### src/rational_arith_reduce_unit_assert.svh
// Assertion macros shared by the block's modules.
`ifndef RATIONAL_ARITH_REDUCE_UNIT_ASSERT_SVH
`define RATIONAL_ARITH_REDUCE_UNIT_ASSERT_SVH

// Same-cycle implication, checked outside reset.
`define RAR_ASSERT_NOW(label, ante, cons, msg) \
  label: assert property (@(posedge clk) disable iff (rst) (ante) |-> (cons)) \
    else $error(msg);

// Next-cycle implication, checked outside reset.
`define RAR_ASSERT_NEXT(label, ante, cons, msg) \
  label: assert property (@(posedge clk) disable iff (rst) (ante) |=> (cons)) \
    else $error(msg);

`endif

### src/rar_pkg.sv
package rar_pkg;

  typedef enum logic [1:0] {
    OP_ADD = 2'd0,
    OP_SUB = 2'd1,
    OP_MUL = 2'd2,
    OP_DIV = 2'd3
  } op_t;

  typedef enum logic [1:0] {
    ST_OK       = 2'd0,
    ST_ZERO_DIV = 2'd1,
    ST_OVERFLOW = 2'd2
  } status_t;

  typedef enum logic [1:0] {
    MS_AX = 2'd0,
    MS_BC = 2'd1,
    MS_BD = 2'd2
  } mul_sel_t;

  typedef enum logic {
    DS_NUM = 1'b0,
    DS_DEN = 1'b1
  } div_sel_t;

  typedef struct packed {
    logic     load;
    logic     mul_en;
    mul_sel_t mul_sel;
    logic     sum;
    logic     norm;
    logic     gcd_step;
    logic     div_init;
    div_sel_t div_sel;
    logic     div_step;
    logic     num_store;
    logic     out_load;
  } cmd_t;

  typedef struct packed {
    logic err;
    logic zero;
    logic gcd_done;
    logic div_last;
  } sts_t;

  function automatic logic [31:0] mag32(logic [31:0] x);
    return x[31] ? (~x + 32'd1) : x;
  endfunction

endpackage

### src/rar_ctrl.sv
`include "rational_arith_reduce_unit_assert.svh"

module rar_ctrl import rar_pkg::*; (
  input  logic clk,
  input  logic rst,
  input  logic req_valid,
  output logic req_ready,
  output logic rsp_valid,
  input  logic rsp_ready,
  input  sts_t sts,
  output cmd_t cmd
);

  typedef enum logic [3:0] {
    S_IDLE,
    S_MUL0,
    S_MUL1,
    S_MUL2,
    S_SUM,
    S_NORM,
    S_TEST,
    S_GCD,
    S_DIVN_INIT,
    S_DIVN,
    S_DIVD_INIT,
    S_DIVD,
    S_FIN
  } state_t;

  state_t state;
  logic   slot_free;

  assign req_ready = (state == S_IDLE);
  assign slot_free = !rsp_valid || rsp_ready;

  always_comb begin
    cmd = '0;
    cmd.mul_sel = MS_AX;
    cmd.div_sel = DS_NUM;
    unique case (state)
      S_IDLE: begin
        cmd.load = req_valid;
      end
      S_MUL0: begin
        cmd.mul_en = 1'b1;
        cmd.mul_sel = MS_AX;
      end
      S_MUL1: begin
        cmd.mul_en = 1'b1;
        cmd.mul_sel = MS_BC;
      end
      S_MUL2: begin
        cmd.mul_en = 1'b1;
        cmd.mul_sel = MS_BD;
      end
      S_SUM: begin
        cmd.sum = 1'b1;
      end
      S_NORM: begin
        cmd.norm = 1'b1;
      end
      S_TEST: begin
      end
      S_GCD: begin
        cmd.gcd_step = 1'b1;
      end
      S_DIVN_INIT: begin
        cmd.div_init = 1'b1;
        cmd.div_sel = DS_NUM;
      end
      S_DIVN: begin
        cmd.div_step = 1'b1;
      end
      S_DIVD_INIT: begin
        cmd.num_store = 1'b1;
        cmd.div_init = 1'b1;
        cmd.div_sel = DS_DEN;
      end
      S_DIVD: begin
        cmd.div_step = 1'b1;
      end
      S_FIN: begin
        cmd.out_load = slot_free;
      end
      default: begin
      end
    endcase
  end

  always_ff @(posedge clk) begin
    if (rst) begin
      state <= S_IDLE;
      rsp_valid <= 1'b0;
    end else begin
      rsp_valid <= cmd.out_load || (rsp_valid && !rsp_ready);
      unique case (state)
        S_IDLE: begin
          if (req_valid) begin
            state <= S_MUL0;
          end
        end
        S_MUL0: begin
          state <= sts.err ? S_FIN : S_MUL1;
        end
        S_MUL1: begin
          state <= S_MUL2;
        end
        S_MUL2: begin
          state <= S_SUM;
        end
        S_SUM: begin
          state <= S_NORM;
        end
        S_NORM: begin
          state <= S_TEST;
        end
        S_TEST: begin
          state <= sts.zero ? S_FIN : S_GCD;
        end
        S_GCD: begin
          if (sts.gcd_done) begin
            state <= S_DIVN_INIT;
          end
        end
        S_DIVN_INIT: begin
          state <= S_DIVN;
        end
        S_DIVN: begin
          if (sts.div_last) begin
            state <= S_DIVD_INIT;
          end
        end
        S_DIVD_INIT: begin
          state <= S_DIVD;
        end
        S_DIVD: begin
          if (sts.div_last) begin
            state <= S_FIN;
          end
        end
        S_FIN: begin
          if (slot_free) begin
            state <= S_IDLE;
          end
        end
        default: begin
          state <= S_IDLE;
        end
      endcase
    end
  end

  `RAR_ASSERT_NOW(a_out_slot_free, cmd.out_load, slot_free, "result loaded over a pending transaction")
  `RAR_ASSERT_NOW(a_one_phase, cmd.div_step, !cmd.div_init && !cmd.gcd_step, "divider stepped while reloading")

endmodule

### config.mk
export PLATFORM = sky130hd
export DESIGN_NAME = rar_ctrl
export DESIGN_NICKNAME = d
export VERILOG_FILES = /design/src/rar_pkg.sv /design/src/rar_ctrl.sv
export VERILOG_INCLUDE_DIRS = /design/src /design/src/src
export SDC_FILE = /design/constraint.sdc
export NUM_CORES = 1
export LEC_CHECK = 0
export BUFFER_PORTS_ARGS = -buffer_cell sky130_fd_sc_hd__buf_2
export CAP_MARGIN = 20
export CORE_AREA = 5 5 42 44
export CTS_CLUSTER_SIZE = 24
export DETAILED_ROUTE_END_ITERATION = 8
export DIE_AREA = 0 0 47 49
export PLACE_DENSITY = 0.65
export SKIP_LAST_GASP = 1
export SLEW_MARGIN = 10
export SYNTH_ARGS = -nofsm -noshare
export SYNTH_HDL_FRONTEND = slang
export SYNTH_SLANG_ARGS = --single-unit
export TNS_END_PERCENT = 30
### constraint.sdc
create_clock -name clk -period 1.3 [get_ports clk]
set_clock_uncertainty 0.15 [all_clocks]
set_input_delay 0.13 -clock clk [delete_from_list [all_inputs] [get_ports clk]]
set_output_delay 0.13 -clock clk [all_outputs]
set_load 0.005 [all_outputs]
# After elaboration in Yosys (flattened, before gate mapping)
# Cells that the tools add are included.
# classes
add_sub_neg	0
mul	0
div_mod_pow	0
order_cmp	0
eq_ne	17
shift	0
n_mux	17
bitwise	0
n_reduce_logical	8
# ops
op	n
one-hot mux 4 bit (13 select lines)	1
two-way mux 4 bit	7
== test 4 bit, second input constant	5
== test 4 x 3 -> 1 bit, second input constant	4
inequality test 2 bit, second input constant	5
one-hot mux 3 bit (3 select lines)	1
== test 4 x 2 -> 1 bit, second input constant	2
two-way mux 1 bit	7
AND reduction 5 bit	1
== test 4 x 1 -> 1 bit, second input constant	1
logical NOT 4 bit	1
one-hot mux 2 bit (2 select lines)	1
logical NOT 1 bit	2
logical OR 1 bit	2
OR reduction 2 bit	1
logical AND 1 bit	1
# totals
regBits	5
latchBits	0
ramBits	0
mem_bits_ro	0
input_bits	8
elab_cells	44
mem_count	0

# Logic depth before layout (Yosys ltp)
# logic_depth
ltp_word	4
mapped_depth	5
mapped_depth_nobuf	4

# Worst setup path after synthesis
# OpenSTA, ideal clock, no wires.
# synth_path
path_kind	reg2reg
startpoint	reg state[2]
endpoint	reg state[3]
setup_ns	0.116
arrival_ns	1.142
path_slack_ns	-0.108
path_stages_with_launch	5
n_path_buf	0
path_cell_list	dfxtp_1 -> or2_4 -> o22a_1 -> o21a_1 -> o211a_1
# synth_between
elab_chain_cells	3
word_cells_on_any_way	20
classes_between	eq/ne: 17; mux: 1; reduce/logical: 2
# synth_lines
item	line	rtl
start, declared	rar_ctrl.sv:30	state_t state;
start signal, assigned	rar_ctrl.sv:103	state <= sts.err ? S_FIN : S_MUL1;
start signal, assigned	rar_ctrl.sv:118	state <= sts.zero ? S_FIN : S_GCD;
== test 4 bit, or another cell as far along	rar_ctrl.sv:96	unique case (state)
inequality test 2 bit (no source line)	--	
AND reduction 5 bit (no source line)	--	
# Parallel ways exist; a longest one is shown, timed or not.
# A chain may end at the register's enable or synchronous reset.

# Final worst setup path
# Ends and elaborated chain as after synthesis.

==> summary.txt <==
Run status
  • Status: complete, but fails checks
  • Failing checks: negative setup slack

Yosys
  • Post-Syn Area: 464 um^2
  • Synth unique cells: 33
  • Cell taking the most area after synthesis: dfxtp_1
  • Mapped Avg Cell Area: around 7.1 um^2
  • Mapped Cells: 65
  • Ys async rst share: 0%
  • Seq cells post-synth: 5
  • Most instantiated cells after synthesis: nor2_1, a21oi_1, nand2b_1
  • Top-area cell type share of the netlist area: a little over a fifth
  • Number of synthesized flops with an enable pin: 0
  • Yosys Warn Count: 0
  • Top_reg_cell synth: dfxtp_1
  • Seq/Total Area, Yosys: between 20 and 25%
  • Syn nets: 73
  • Top post-synthesis cells by area: dfxtp_1, nor2_1, nand2b_1
  • Cell with the most instances after synthesis: nor2_1

STA
  • Period utilisation layout: 117%
  • Setup Viol. Count Final: 17
  • RSZ-0062 raised after global routing: true
  • Fmax: 0.655 GHz
  • Rel. slew slack: 81.6%
  • Final Hold Violating Endpoints: 0
  • Slew @ Worst Pin: ~0.28 ns
  • Min cycle time layout: around 1.5 ns
  • Slew Viols, Final: 0
  • Final Hold Slack: around 0.0013 ns
  • Post-route setup slack: -0.226 ns

Worst setup path
  • Cell Chain, Critical Path: or2_4 -> o22a_1 -> o21a_1 -> o211a_1
  • Critical Path Slowest Stage Cell: dfxtp_4
  • Critical Path Start Type: register
  • CP Max Fanout: 6
  • CP max stage delay: 0.38 ns
  • Crit path DAT: roughly 1.5 ns
  • WP data required: ~1.3 ns
  • Critical path class: register to register
  • Critical Path End Type: register

Clock network
  • Clock Tree Buf Depth: 2
  • Cts bufs inserted: 3
  • CTS tree: built
  • Clk pin slew, worst setup/hold paths: approximately 0.060 ns
  • Skew-Pair Late Insertion Delay: between 0.2 and 0.3 ns
  • H-tree depth: 1
  • TritonCTS Sinks: 5
  • Root Buffer Master: clkbuf_4

Detailed routing
  • Vias: 704
  • Max layer used: met4
  • Via density: about 5.5
  • Drt drc: 0
  • WL per Instance: 15.7 um
  • Total wire length: between 2 and 2.5 mm
  • Met2 WL: about 1.1 mm
  • Pre-Repair DR Iteration Count: 4
  • Initial DRC count: 15
  • Metal3 WL: around 120 um
  • Met1 WL: 756 um
  • Final ANT Viol Nets: 0

Placement
  • IO Port Bufs: 21
  • Dpl cell area: 694 um^2
  • Placer Congestion: 0.860
  • Post-DP HPWL: 1.19 mm
  • Placed insts: 114

Power
  • Switching share of total power: ~36%
  • Psw: roughly 0.32 mW
  • Power density cells: between 900 and 1000 mW/mm^2
  • Leak: around 0.47 nW
  • Int Pwr: between 0.5 and 0.6 mW
  • Combinational fraction of design power: ~55%
  • VDD IR max: 0.000552 V
  • Sequential share of power: around 22%
  • Clk pwr share: a little under a quarter

Die
  • FP Rows: 14
  • Die Ht: roughly 50 um
  • Initial Utilization: about 33%
  • Die area: ~0.0023 mm^2
  • Core area: around 0.0014 mm^2
  • Die W: about 47 um
  • Ports: 22

Final layout
  • Fraction of layout cells with a size suffix above 1: around 65%
  • Nets@finish: ~120
  • Diode count: 0
  • Final instance area: around 970 um^2
  • Layout Cells excl Fill: 129
  • Layout Utilization: between 60% and 70%
  • Area delta synth->final: 109%

Job
  • Max Cap Viol: 0

Global routing
  • Initial antenna violation count: 0
  • Total track usage: between 10% and 20%
  • First-pass GRT wire length: around 2.8 mm
  • GRT overflow: 0
  • Pin count of the biggest net entering global routing: 12
  • Vias in the first global route: about 630

Hold path
  • Hold crit path type: input pin to register
==> worst max-delay path: cells and delay by family, from the launching register on <==
kind,cells,cell delay [ns]
AOI/OAI and AO/OA,3,0.62
DFF,1,0.38
and+or+nand+nor,1,0.24
==> placed cells by master, fill, tap and decap left out, drive strengths merged <==
cell         Yosys  final
or3b             1      1
o31ai            2      2
buf              5     48
clkbuf           1      5
and3             1      1
dlygate4sd3      0      1
o211a            1      1
nand3b           2      2
dfxtp            5      5
a31oi            2      2
inv              1      1
o21ai            3      3
o21a             1      1
or2              2      2
o22ai            1      1
o32ai            1      1
o2111ai          1      1
nand3            1      1
nor3b            1      1
a211o            1      1
nor2b            1      1
and4bb           1      1
a21oi            6      6
nand2            2      2
nor4bb           1      1
a21o             1      1
nor2            12     12
nand2b           6      6
o22a             1      1
mux2i            1      1
==> routing by layer <==
metal / vias up / global-route usage (%)
met5: - / 0
met4: 0 / 6.45
met3: 6 / 5.90
met2: 28 / 28.5
met1: 331 / 18.9
li1: 339 / -
==> final timing paths <==
kind                               from                    end  slack, ns  cells after the start
setup / recovery  state[2]$_SDFFE_PP0P_  state[3]$_SDFFE_PP0P_      -0.23                      4
hold / removal                      rst  state[2]$_SDFFE_PP0P_      0.001                      2
setup reg to reg  state[2]$_SDFFE_PP0P_  state[3]$_SDFFE_PP0P_      -0.23                      4
hold reg to reg    rsp_valid$_SDFF_PP0_   rsp_valid$_SDFF_PP0_       0.40                      2
==> area by class of cell <==
type                            count  area, um^2
Clock buffer                        4        26.3
Inverter                            1        3.75
Timing Repair Buffer               50         385
Multi-Input combinational cell     53         424
Fill cell                         110         429
Tap cell                           16        20.0
Sequential cell                     5         113
==> flip-flops by register name, summed over array words and instances (netlist names) <==
signal and count:
state 4, rsp_valid 1
==> power groups by stage <==
stage / clock, mW / combinational (mW) / sequential [mW]
2_1_floorplan: 0 / 0.168 / 0.182
3_3_place_gp: 0 / 0.308 / 0.186
3_5_place_dp: 0 / 0.311 / 0.188
4_1_cts: 0.185 / 0.397 / 0.189
5_1_grt: 0.227 / 0.517 / 0.197
6_report: 0.203 / 0.485 / 0.195
==> per-stage QoR <==
| stage | setup TNS (ns) | power [mW] | setup WS, ns |
|---|---|---|---|
| detailed placement | -0.804 | 0.499 | -0.247 |
| floorplan | -0.177 | 0.350 | -0.0868 |
| global placement | -0.515 | 0.494 | -0.188 |
| global route | -3.83 | 0.942 | -0.273 |
| finish | -2.83 | 0.883 | -0.226 |
| CTS | -2.23 | 0.771 | -0.160 |
==> logic make-up (layout without fill, tap and decap cells) <==
kind of cell	count (synthesis)	after routing	share of synthesized area, %
AND/OR/NAND/NOR	31	31	38.0
AO/OA/AOI/OAI	21	21	30.7
buffers and inverters	7	55	7.55
flip-flops	5	5	21.6
multiplexers	1	1	2.16
==> repair_timing <==
item                                    CTS  global route
endpoints found under the setup margin   17            17
gates resized for setup                  20            17
hold endpoints to repair                  1             0
cloned                                    0             1
pin swaps                                 6             4
hold buffers                              1             0
setup buffers                             6             4
Power figures use the tool's default switching activity.
